<file path="src/rtl/rdc_pkg.sv">
// Shared types, constants and helpers for the radix digit converter.
package rdc_pkg;

  localparam int unsigned DigitW  = 6;
  localparam int unsigned CharW   = 7;
  localparam int unsigned RadixW  = 6;

  localparam logic [RadixW-1:0] RadixMin    = 6'd2;
  localparam logic [RadixW-1:0] RadixMax    = 6'd36;
  localparam logic [DigitW-1:0] DecimalSpan = 6'd10;
  localparam logic [CharW-1:0]  CharZero    = 7'd48;
  localparam logic [CharW-1:0]  CharA       = 7'd65;

  typedef struct packed {
    logic en;
    logic carry;
  } rdc_link_t;

  typedef enum logic [1:0] {
    ST_IDLE,
    ST_ACCUM,
    ST_SKIP,
    ST_EMIT
  } rdc_state_e;

  function automatic logic [RadixW-1:0] clamp_radix(input logic [RadixW-1:0] r);
    logic [RadixW-1:0] res;
    res = r;
    if (r < RadixMin) res = RadixMin;
    if (r > RadixMax) res = RadixMax;
    return res;
  endfunction

  function automatic logic [CharW-1:0] digit_to_ascii(input logic [DigitW-1:0] d);
    logic [CharW-1:0] res;
    if (d < DecimalSpan) begin
      res = CharZero + CharW'(d);
    end else begin
      res = CharA + CharW'(d - DecimalSpan);
    end
    return res;
  endfunction

endpackage

</file>
<file path="src/rtl/radix_digit_converter_core.sv">
// Binary to base-N ASCII converter: a chain of digit cells and its sequencer.
// Sequence: the value is fed MSB first into the cell chain while the carry wave
// ripples up, leading zeros are then stepped past, and each digit is then emitted.
// A new value is accepted only while idle, so not until the last digit of the
// previous value has been emitted; output stalls hold the digit shift-out.
// Reset: asynchronous, active low; radix returns to 2, the block idles empty.
module radix_digit_converter_core #(
  parameter int unsigned VALUE_BITS = 31,
  parameter int unsigned MAX_DIGITS = 31
) (
  input  logic                       clk_i,
  input  logic                       rst_ni,
  input  logic                       cfg_valid_i,
  output logic                       cfg_ready_o,
  input  logic [rdc_pkg::RadixW-1:0] cfg_radix_i,
  input  logic                       in_valid_i,
  output logic                       in_ready_o,
  input  logic [VALUE_BITS-1:0]      value_i,
  output logic                       out_valid_o,
  input  logic                       out_ready_i,
  output logic [rdc_pkg::CharW-1:0]  digit_char_o,
  output logic                       last_digit_o
);
  import rdc_pkg::*;

  localparam int unsigned StepW = $clog2(VALUE_BITS + MAX_DIGITS);
  localparam int unsigned RemW  = $clog2(MAX_DIGITS + 1);
  localparam logic [StepW-1:0] StepLast = StepW'(VALUE_BITS + MAX_DIGITS - 2);
  localparam logic [StepW-1:0] StepFeed = StepW'(VALUE_BITS);
  localparam logic [RemW-1:0]  RemFull  = RemW'(MAX_DIGITS);
  localparam logic [RemW-1:0]  RemOne   = RemW'(1);

  rdc_state_e state_q, state_d;
  logic [RadixW-1:0]     radix_q, radix_d;
  logic [VALUE_BITS-1:0] value_q, value_d;
  logic [StepW-1:0]      step_q, step_d;
  logic [RemW-1:0]       rem_q, rem_d;
  logic                  out_valid_q, out_valid_d;
  logic [CharW-1:0]      char_q, char_d;
  logic                  last_q, last_d;
  logic                  ovf_q, ovf_d;

  logic      in_fire, clear, shift, out_free, top_carry;
  rdc_link_t link [MAX_DIGITS+1];
  logic [DigitW-1:0] cell_digit [MAX_DIGITS];
  logic [DigitW-1:0] top_digit;

  assign cfg_ready_o = 1'b1;
  assign in_ready_o  = (state_q == ST_IDLE);
  assign in_fire     = in_valid_i && in_ready_o;
  assign out_free    = !out_valid_q || out_ready_i;
  assign top_digit   = cell_digit[MAX_DIGITS-1];
  assign clear       = in_fire;
  // carry out of the top cell: value needs more digits than the chain holds
  assign top_carry   = link[MAX_DIGITS].en && link[MAX_DIGITS].carry;

  assign link[0].en    = (state_q == ST_ACCUM) && (step_q < StepFeed);
  assign link[0].carry = value_q[VALUE_BITS-1];

  for (genvar i = 0; i < MAX_DIGITS; i++) begin : g_cell
    logic [DigitW-1:0] shift_src;
    if (i == 0) begin : g_first
      assign shift_src = '0;
    end else begin : g_rest
      assign shift_src = cell_digit[i-1];
    end
    rdc_cell u_cell (
      .clk_i      (clk_i),
      .rst_ni     (rst_ni),
      .clear_i    (clear),
      .shift_i    (shift),
      .radix_i    (radix_q),
      .link_i     (link[i]),
      .shift_in_i (shift_src),
      .digit_o    (cell_digit[i]),
      .link_o     (link[i+1])
    );
  end

  always_comb begin
    state_d     = state_q;
    radix_d     = radix_q;
    value_d     = value_q;
    step_d      = step_q;
    rem_d       = rem_q;
    out_valid_d = out_valid_q;
    char_d      = char_q;
    last_d      = last_q;
    ovf_d       = ovf_q || top_carry;
    shift       = 1'b0;

    if (cfg_valid_i) radix_d = clamp_radix(cfg_radix_i);
    if (out_valid_q && out_ready_i) out_valid_d = 1'b0;

    unique case (state_q)
      ST_IDLE: begin
        if (in_fire) begin
          value_d = value_i;
          step_d  = '0;
          ovf_d   = 1'b0;
          state_d = ST_ACCUM;
        end
      end
      ST_ACCUM: begin
        value_d = {value_q[VALUE_BITS-2:0], 1'b0};
        step_d  = step_q + StepW'(1);
        if (step_q == StepLast) begin
          rem_d   = RemFull;
          state_d = ST_SKIP;
        end
      end
      ST_SKIP: begin
        if (top_digit == '0 && rem_q != RemOne && !ovf_q && !top_carry) begin
          shift = 1'b1;
          rem_d = rem_q - RemW'(1);
        end else begin
          state_d = ST_EMIT;
        end
      end
      ST_EMIT: begin
        if (out_free) begin
          out_valid_d = 1'b1;
          char_d      = digit_to_ascii(top_digit);
          last_d      = (rem_q == RemOne);
          shift       = 1'b1;
          rem_d       = rem_q - RemW'(1);
          if (rem_q == RemOne) state_d = ST_IDLE;
        end
      end
      default: state_d = ST_IDLE;
    endcase
  end

  always_ff @(posedge clk_i or negedge rst_ni) begin
    if (!rst_ni) begin
      state_q     <= ST_IDLE;
      radix_q     <= RadixMin;
      step_q      <= '0;
      rem_q       <= '0;
      out_valid_q <= 1'b0;
      ovf_q       <= 1'b0;
    end else begin
      state_q     <= state_d;
      radix_q     <= radix_d;
      step_q      <= step_d;
      rem_q       <= rem_d;
      out_valid_q <= out_valid_d;
      ovf_q       <= ovf_d;
    end
  end

  always_ff @(posedge clk_i) begin
    value_q <= value_d;
    char_q  <= char_d;
    last_q  <= last_d;
  end

  assign out_valid_o  = out_valid_q;
  assign digit_char_o = char_q;
  assign last_digit_o = last_q;

`ifndef ASSERT_OFF
  a_accept_starts: assert property (@(posedge clk_i) disable iff (!rst_ni)
    in_fire |=> (state_q == ST_ACCUM) && (step_q == '0))
    else $error("accepted transaction did not start accumulation");

  a_rem_nonzero: assert property (@(posedge clk_i) disable iff (!rst_ni)
    (state_q == ST_SKIP || state_q == ST_EMIT) |-> (rem_q != '0))
    else $error("digit counter empty while emitting");

  a_wave_flushed: assert property (@(posedge clk_i) disable iff (!rst_ni)
    (state_q == ST_SKIP && $past(state_q) == ST_SKIP) |-> !link[MAX_DIGITS].en)
    else $error("carry wave still moving after accumulation");

  a_char_range: assert property (@(posedge clk_i) disable iff (!rst_ni)
    out_valid_o |-> ((digit_char_o >= 7'd48 && digit_char_o <= 7'd57) ||
                     (digit_char_o >= 7'd65 && digit_char_o <= 7'd90)))
    else $error("digit character out of range");

  a_last_ends: assert property (@(posedge clk_i) disable iff (!rst_ni)
    (state_q == ST_EMIT && out_free && rem_q == RemOne) |=>
      (state_q == ST_IDLE && last_digit_o && out_valid_o))
    else $error("final digit did not end the transaction");
`endif

endmodule

</file>
<file path="src/rtl/rdc_cell.sv">
// One digit cell: clears, shifts, or doubles its digit plus incoming carry modulo the radix.
module rdc_cell (
  input  logic                       clk_i,
  input  logic                       rst_ni,
  input  logic                       clear_i,
  input  logic                       shift_i,
  input  logic [rdc_pkg::RadixW-1:0] radix_i,
  input  rdc_pkg::rdc_link_t         link_i,
  input  logic [rdc_pkg::DigitW-1:0] shift_in_i,
  output logic [rdc_pkg::DigitW-1:0] digit_o,
  output rdc_pkg::rdc_link_t         link_o
);
  import rdc_pkg::*;

  logic [DigitW-1:0] digit_q, digit_d;
  rdc_link_t         link_q, link_d;
  logic [DigitW:0]   dbl;
  logic              wrap;

  assign dbl  = {digit_q, link_i.carry};
  assign wrap = dbl >= {1'b0, radix_i};

  always_comb begin
    digit_d = digit_q;
    link_d  = '0;
    if (clear_i) begin
      digit_d = '0;
    end else if (shift_i) begin
      digit_d = shift_in_i;
    end else if (link_i.en) begin
      digit_d      = wrap ? DigitW'(dbl - {1'b0, radix_i}) : DigitW'(dbl);
      link_d.en    = 1'b1;
      link_d.carry = wrap;
    end
  end

  always_ff @(posedge clk_i or negedge rst_ni) begin
    if (!rst_ni) begin
      digit_q <= '0;
      link_q  <= '0;
    end else begin
      digit_q <= digit_d;
      link_q  <= link_d;
    end
  end

  assign digit_o = digit_q;
  assign link_o  = link_q;

endmodule
</file>
<file path="config.mk">
export PLATFORM = sky130hd
export DESIGN_NAME = radix_digit_converter_core
export DESIGN_NICKNAME = d
export VERILOG_FILES = /design/src/rtl/rdc_pkg.sv /design/src/rtl/radix_digit_converter_core.sv /design/src/rtl/rdc_cell.sv
export SDC_FILE = /design/constraint.sdc
export NUM_CORES = 1
export LEC_CHECK = 0
export ABC_AREA = 0
export BUFFER_PORTS_ARGS = -buffer_cell sky130_fd_sc_hd__buf_2
export CAP_MARGIN = 25
export CORE_ASPECT_RATIO = 1.75
export CORE_MARGIN = 2
export CORE_UTILIZATION = 25
export CTS_BUF_LIST = sky130_fd_sc_hd__clkbuf_16
export DETAILED_ROUTE_END_ITERATION = 10
export GPL_ROUTABILITY_DRIVEN = 0
export GPL_TIMING_DRIVEN = 0
export PLACE_DENSITY = 0.46
export SLEW_MARGIN = 30
export SYNTH_ARGS = -nofsm -noshare
export SYNTH_HDL_FRONTEND = slang
export SYNTH_SLANG_ARGS = --single-unit
</file>
<file path="constraint.sdc">
create_clock -name clk_i -period 4.3 [get_ports clk_i]
set_clock_uncertainty 0.15 [all_clocks]
set_input_delay 0.215 -clock clk_i [delete_from_list [all_inputs] [get_ports clk_i]]
set_output_delay 0.215 -clock clk_i [all_outputs]
set_load 0.005 [all_outputs]
</file>
# Yosys cells after proc, flatten, opt, wreduce, memory -nomap -nowiden
# Cells that the tools add are included.
# totals
register_bits,308
input_bits,42
out_inout_bits,11
word_cells,478
# classes
add_sub_neg,36
order_cmp,35
eq_ne,12
n_mux,242
n_reduce_logical,51
# ops
op,n
$mux W6,127
$ge A7 B6 Y1,31
$mux W2,98
$sub A6 B6 Y6,31
$reduce_bool A3 Y1,32
$pmux W31 S2,1
$mux W31,1
$mux W5,3
$pmux W5 S3,1
$pmux W6 S2,1
$ne A2 B2 Y1 const B,4
$pmux W2 S4,1
$add A6 B6 Y7 const A,1
$add A7 B7 Y7 const A,1
$logic_and A1 B1 Y1,7
$mux W1,7
$mux W7,1
$sub A6 B4 Y7 const B,1
$add A6 B1 Y6 const B,1
$eq A6 B6 Y1 const B,1
$gt A6 B6 Y1 const B,1
$logic_not A6 Y1,1
$lt A6 B2 Y1 const B,1
$lt A6 B4 Y1 const B,1
15 further kinds,21

# Logic depth before layout (Yosys ltp)
# Gate-level depths: netlist (run 1).
# logic_depth
word_depth,8
depth_mapped,10
ltp_nobuf,10

# Cells and area by module
# Synthesis (run 1) repeated with hierarchy kept, for this count alone.
# hier_totals
cells_unflattened,2948
area_unflattened_um2,26329.0
# by_module_without_submodules
mod,instances,cells_each,area_per_inst_um2,seq_area_each_um2
rdc_cell (g_cell[13].u_cell ...),23,86,748.2,200.2
rdc_cell (g_cell[0].u_cell ...),8,90,755.7,200.2
radix_digit_converter_core,1,250,3074.2,1697.9

# Least setup slack after synthesis (run 1)
# OpenSTA, ideal clock, no wires.
# synth_timing
path_kind,reg2reg
start,register radix_q[1]
end,register g_cell[21].u_cell.digit_q[0]
setup_ns,0.104
arrival_time_ns,4.207
t_required_ns,4.046
path_slack_ns,-0.161
stages_incl_launch_ff,9
path_buffers,0
period_less_slack_ns,4.461
path_cell_list,dfstp_2 > inv_1 > ha_1 > nor2b_1 > o31a_1 > or2_2 > a31oi_2 > mux2_2 > a221oi_1
# synth_between
elab_chain_len,5
# synth_rtl
item,line_no,text
from (decl),radix_digit_converter_core.sv:34,"logic [RadixW-1:0] radix_q, radix_d;"
from (signal assigned),radix_digit_converter_core.sv:137,radix_q <= RadixMin;
from (signal assigned),radix_digit_converter_core.sv:144,radix_q <= radix_d;
$ge A7 B6 Y1,rdc_cell.sv:21,"assign wrap = dbl >= {1'b0, radix_i};"
$mux W6,rdc_cell.sv:31,"digit_d = wrap ? DigitW'(dbl - {1'b0, radix_i}) : DigitW'(dbl);"
$mux W6,rdc_cell.sv:30,end else if (link_i.en) begin
$mux W6,rdc_cell.sv:28,end else if (shift_i) begin
$mux W6,rdc_cell.sv:26,if (clear_i) begin
to (signal assigned),rdc_cell.sv:42,digit_q <= digit_d;
to (decl),rdc_cell.sv:15,"logic [DigitW-1:0] digit_q, digit_d;"
# No other way between the ends. The select of a mux whose other input is x is not followed.
# A chain may end at the register's enable or synchronous reset.

# Worst setup path after layout (run 1)
# layout_timing
start,register state_q[0]
end,register g_cell[3].u_cell.digit_q[1]
# layout_between
elab_chain_len,4
word_cells_on_any_way,8
classes_between,eq/ne (2); mux (3); reduce/logical (3)
# layout_rtl
item,line_no,text
from (decl),radix_digit_converter_core.sv:33,"rdc_state_e state_q, state_d;"
from (signal assigned),radix_digit_converter_core.sv:143,state_q <= state_d;
$eq A2 B2 Y1,radix_digit_converter_core.sv:95,unique case (state_q)
$pmux W1 S2,radix_digit_converter_core.sv:95,
$mux W6,rdc_cell.sv:28,
$mux W6,rdc_cell.sv:26,
to (signal assigned),rdc_cell.sv:42,
to (decl),rdc_cell.sv:15,
# Several ways; a longest one is shown, not always the timed one.

==> reports/qor.yml, run 1 <==
die:
  placementRows: 147
  die_y_um: 405
  fp.dieW_um: 233
  dieArea_mm2: 0.0945
  pin_count: 53
  initial_core_util: 0.252
  core_area_mm2: 0.0914
clocking:
  clk_latency_ns: 0.55
  cts_buffers: 34
  cts_tree: "built"
  cts_max_level: 2
  clk_path_buf_depth: 3
  cts-root-buf: "clkbuf_16"
  cts_sinks: 308
  cts.clk_slew.worst_paths_ns: 0.07
power:
  internal-power_mw: 10.3
  powerDensity_mw_per_mm2: 769
  vdd.ir_drop.worst_mv: 0.334
  sw_frac_of_total: 0.494
  total_power_mw: 20.4
  combPwrFrac: 0.601
  p_seq_frac: 0.254
  leakage_nw: 11.3
  clkPwrFrac: 0.145
  p_sw_mw: 10.1
worst_setup_path:
  endpoint_kind: "register"
  crit_required_ns: 4.61
  criticalPathCategory: "reg2reg"
  crit_fanout: 10
  worstPathArrival_ns: 4.40
  startpoint_type: "register"
cells_and_area:
  final_common_cell: "dfrtp_1"
  final_nets: 2947
  finalNonFillerCells: 3893
  drive_above_1_share: 0.0885
  final_cell_mix: "dfrtp_1, a21oi_1, o21ai_0"
  area_growth_syn_to_layout_pct: 15.5
  num-fill-cells: 9672
  stdcell_area_mm2: 0.0266
  seq_area_mm2: 0.00791
  multi_input_area_mm2: 0.0141
  post-route-util: 0.291
routing:
  vias: 20459
  postRouteAntennaNets: 0
  routedWlPerCell_um: 22.7
  wirelength_um: 88200
  via_per_inst: 5.26
  first_pass_iters: 6
  drc_errors: 0
  drtIter0Drc: 1276
logic_synthesis:
  syn-mean-instance-area_um2: 9.08
  yosysTopAreaCell: "dfrtp_1"
  synth.net_count: 2804
  synth_area_mm2: 0.0230
  synthArstFlopShare: 0.873
  yosysSeqAreaShare: 0.344
  synth_edf_count: 39
  ys_top_cells_by_area: "dfrtp_1, ha_1, a21oi_1, edfxtp_1, o21ai_0"
  synth_cells: 2534
  ys_warn_count: 0
  ys_ff_latch: 308
  netlist-cell-type-count: 81
  synth_top_area_frac: 0.292
  synthFlopType: "dfrtp_1"
sta:
  period_minus_slack_ns: 4.08
  worst_slew_pin_slew_ns: 1.05
  hold_viol_final: 0
  period_share: 0.950
  setup_viol: 0
  clock.fmax_ghz: 0.245
  setup_slack_ns: 0.216
  hold_ws_ns: 0.0262
  setup-tns-final_ns: 0
  rsz0062_at_grt: "false"
  finalMaxSlewViolations: 0
  slew_headroom: 0.299
placement:
  place_area_mm2: 0.0251
  hpwlAfterDp_um: 64500
  pre_cts_slack_ns: 0.211
  dp.cells: 3789
  io_buffers: 51
grt:
  gr-total-overflow: 0
  first_global_vias: 21236
  grt_pass1_wl_um: 133000
  grt_max_degree: 76
  antenna_found_initial: 0
  track_usage: 0.187
flow_run:
  drv_cap: 0
hold_path:
  hold_path_class: "in2reg"
status:
  status: "finished clean"
==> final cells by class <==
type                    instances  area share
clock buffers                  35      0.0330
repair buffers                107      0.0376
multi-input cells            1969       0.530
clock inverters                24     0.00594
well taps                    1192      0.0562
plain buffers                 111      0.0187
flip-flops and latches        308       0.298
inverters                     146      0.0212
diodes                          1   0.0000942
==> sequential cells by signal (all words and copies together) (netlist names) <==
signal                 count
step_q                     6
state_q                    2
last_digit_o               1
g_cell.u_cell.link_o      62
radix_q                    6
digit_char_o               7
rem_q                      5
g_cell.u_cell.digit_o    186
out_valid_o                1
ovf_q                      1
value_q                   31
==> cell families after synthesis <==
kind of cell	count (synthesis)	synth area share
AOI/OAI and AO/OA	958	0.267
and+or+nand+nor	570	0.121
DFF	308	0.344
buffers and inverters	257	0.0449
adders and majority gates	229	0.135
muxes	119	0.0539
xor gates and xnor gates	92	0.0350
other	1	0.000163
==> worst max-delay path, cell delays in order (launching register included) <==
cell and delay, ns:
dfrtp_1 0.40, inv_1 0.08, ha_1 0.22, clkbuf_1 0.24, nand2_1 0.33, clkbuf_1 0.61
clkbuf_1 0.77, buf_1 0.63, nand3_1 0.38, o31ai_1 0.15
==> per-layer routing <==
layer / share of wire / GRT usage / up-vias / routed length (um)
met5: 0 / 0 / - / 0
met4: 0.069 / 0.117 / 0 / 6120
met3: 0.029 / 0.0170 / 213 / 2540
met2: 0.54 / 0.359 / 433 / 47600
met1: 0.36 / 0.191 / 10144 / 31900
li1: - / - / 9669 / -
==> power groups by stage <==
stage	sequential, mW	combinational (mW)	clock, mW
6_report	5.20	12.3	2.96
3_3_place_gp	5.26	12.1	0
5_1_grt	5.32	13.5	3.11
4_1_cts	5.19	12.3	3.04
2_1_floorplan	4.73	8.60	0
3_5_place_dp	5.24	12.2	0
==> path summary, 6_finish.rpt <==
kind                                                    from                            to  slack, ns  cells after the start
worst max-delay path                              state_q[0]   g_cell[3].u_cell.digit_o[1]       0.22                      9
worst min-delay path                             cfg_valid_i                    radix_q[4]       0.03                      3
worst max register to register                    state_q[0]   g_cell[3].u_cell.digit_o[1]       0.22                      9
worst min register to register  g_cell[24].u_cell.digit_o[5]  g_cell[25].u_cell.digit_o[5]       0.37                      2
max in group asynchronous                             rst_ni    g_cell[8].u_cell.link_o[1]       2.79                      4
min in group asynchronous                             rst_ni                    state_q[1]       0.04                      2
==> synthesized netlist by cell type (30+ instances only) <==
master and n:
o21a_1 30, a21oi_1 253, o211ai_1 84, mux2_2 38, xor2_1 32, nor2_1 150
dfrtp_1 268, inv_1 146, mux2i_1 81, a31oi_1 41, a21o_1 84, edfxtp_1 39
fa_1 31, ha_1 197, xnor2_1 60, nor3_1 31, nand3_1 41, nand2_1 156
clkbuf_1 65, o21ai_0 232, nand2b_1 67, a211oi_1 31
==> timing repair <==
action,4_1_cts,5_1_grt
hold buffers,44,0
resized for setup,0,0
buffers inserted,0,0
hold endpoints to repair,234,0
Note: power is estimated with default switching activity, not from simulation.
==> inputs of run 2 (changes only) <==
- PLACE_DENSITY: 0.46 -> 0.45
- clock period: 4.3 -> 4.6 ns (I/O delays scaled with it)
==> reports/qor.yml, run 2 (synthesis results as in run 1) <==
status:
  status: "finished clean"
worst_setup_path:
  criticalPathCategory: "reg2reg"
  endpoint_kind: "register"
  crit_fanout: 10
  worstPathArrival_ns: 4.48
  crit_required_ns: 4.92
  startpoint_type: "register"
sta:
  rsz0062_at_grt: "false"
  slew_headroom: 0.330
  finalMaxSlewViolations: 0
  setup_viol: 0
  period_minus_slack_ns: 4.16
  hold_viol_final: 0
  setup_slack_ns: 0.445
  period_share: 0.903
  worst_slew_pin_slew_ns: 1.00
  clock.fmax_ghz: 0.241
placement:
  io_buffers: 51
  pre_cts_slack_ns: 0.393
  hpwlAfterDp_um: 64100
  place_area_mm2: 0.0250
routing:
  routedWlPerCell_um: 22.6
  vias: 20496
  via_per_inst: 5.27
  first_pass_iters: 5
  drtIter0Drc: 1100
  postRouteAntennaNets: 0
  wirelength_um: 87800
  drc_errors: 0
hold_path:
  hold_path_class: "in2reg"
clocking:
  cts-root-buf: "clkbuf_16"
  cts_max_level: 2
  cts_tree: "built"
  cts_buffers: 34
  cts_sinks: 308
  clk_latency_ns: 0.56
  cts.clk_slew.worst_paths_ns: 0.07
  clk_path_buf_depth: 3
grt:
  grt_max_degree: 77
  grt_pass1_wl_um: 132000
  antenna_found_initial: 1
  track_usage: 0.185
  gr-total-overflow: 0
  first_global_vias: 21149
die:
  initial_core_util: 0.252
  core_area_mm2: 0.0914
  dieArea_mm2: 0.0945
  fp.dieW_um: 233
  placementRows: 147
  die_y_um: 405
  pin_count: 53
cells_and_area:
  stdcell_area_mm2: 0.0266
  final_cell_mix: "dfrtp_1, a21oi_1, o21ai_0"
  final_common_cell: "dfrtp_1"
  final_nets: 2944
  post-route-util: 0.291
  drive_above_1_share: 0.0905
  largest_reg_flops: 186
  area_growth_syn_to_layout_pct: 15.7
power:
  clkPwrFrac: 0.156
  powerDensity_mw_per_mm2: 727
  total_power_mw: 19.3
  internal-power_mw: 9.91
  leakage_nw: 11.3
  vdd.ir_drop.worst_mv: 0.440
  sw_frac_of_total: 0.488
  p_sw_mw: 9.44
  p_seq_frac: 0.251
  combPwrFrac: 0.593
flow_run:
  drv_cap: 0
==> run 2: cell types whose count changed in the layout (fill, tap and decap cells not counted), moves of 2 or more <==
cell        before  now
clkinvlp_4       2    0
clkinv_1         6    3
clkbuf_16       35   37
inv_1          149  146
buf_16           7    5
bufinv_16        2    5
==> run 2: power by group through the flow <==
stage               sequential [mW]  combinational, mW  clock, mW
finish                         4.86               11.5       3.01
detailed placement             4.91               11.4          0
global route                   4.97               12.6       3.16
CTS                            4.87               11.5       3.09
global placement               4.93               11.3          0
floorplan                      4.42               8.03          0
==> run 2: path summary, 6_finish.rpt <==
kind / start / endpoint / slack, ns / depth (start not counted)
hold / removal: cfg_valid_i / radix_q[1] / 0.02 / 4
setup reg to reg: state_q[0] / g_cell[3].u_cell.digit_o[1] / 0.44 / 9
min in group asynchronous: rst_ni / g_cell[10].u_cell.digit_o[0] / 0.06 / 2
setup / recovery: state_q[0] / g_cell[3].u_cell.digit_o[1] / 0.44 / 9
max in group asynchronous: rst_ni / rem_q[1] / 3.01 / 4
hold reg to reg: ovf_q / ovf_q / 0.38 / 2
==> run 2: through the flow <==
step	TNS, ns	hold WS [ns]	cells
floorplan	0	-0.216	2534
global placement	-949.42	0.332	3777
detailed placement	0	0.0413	3787
CTS	0	0.00498	3889
global route	0	0.0774	3889
finish	0	0.0172	3890
==> run 2: worst max-delay path, stage by stage (launching register included) <==
cell	delay (ns)
dfrtp_1	0.40
inv_1	0.08
ha_1	0.23
clkbuf_1	0.25
nand2_1	0.32
clkbuf_1	0.62
clkbuf_1	0.80
buf_1	0.66
nand3_1	0.39
o31ai_1	0.15
==> run 2: metal layers <==
metal | GRT usage | wire (um)
met1 | 0.190 | 31800
met2 | 0.360 | 47800
met3 | 0.0155 | 2580
met4 | 0.107 | 5590
met5 | 0 | 0
==> run 2: timing repair <==
item,4_1_cts,5_1_grt
resized for setup,0,0
buffers inserted,0,0
hold buffers,43,0
endpoints found under the hold margin,162,0
==> run 2: layout make-up <==
| cell class | instances | area (um2) |
|---|---|---|
| repair buffers | 104 | 925 |
| clock buffers | 37 | 926 |
| diodes | 1 | 2.50 |
| flip-flops and latches | 308 | 7910 |
| plain buffers | 111 | 498 |
| clock inverters | 22 | 231 |
| multi-input cells | 1969 | 14100 |
| well taps | 1192 | 1490 |
| inverters | 146 | 566 |
| fillers | 9718 | 64800 |
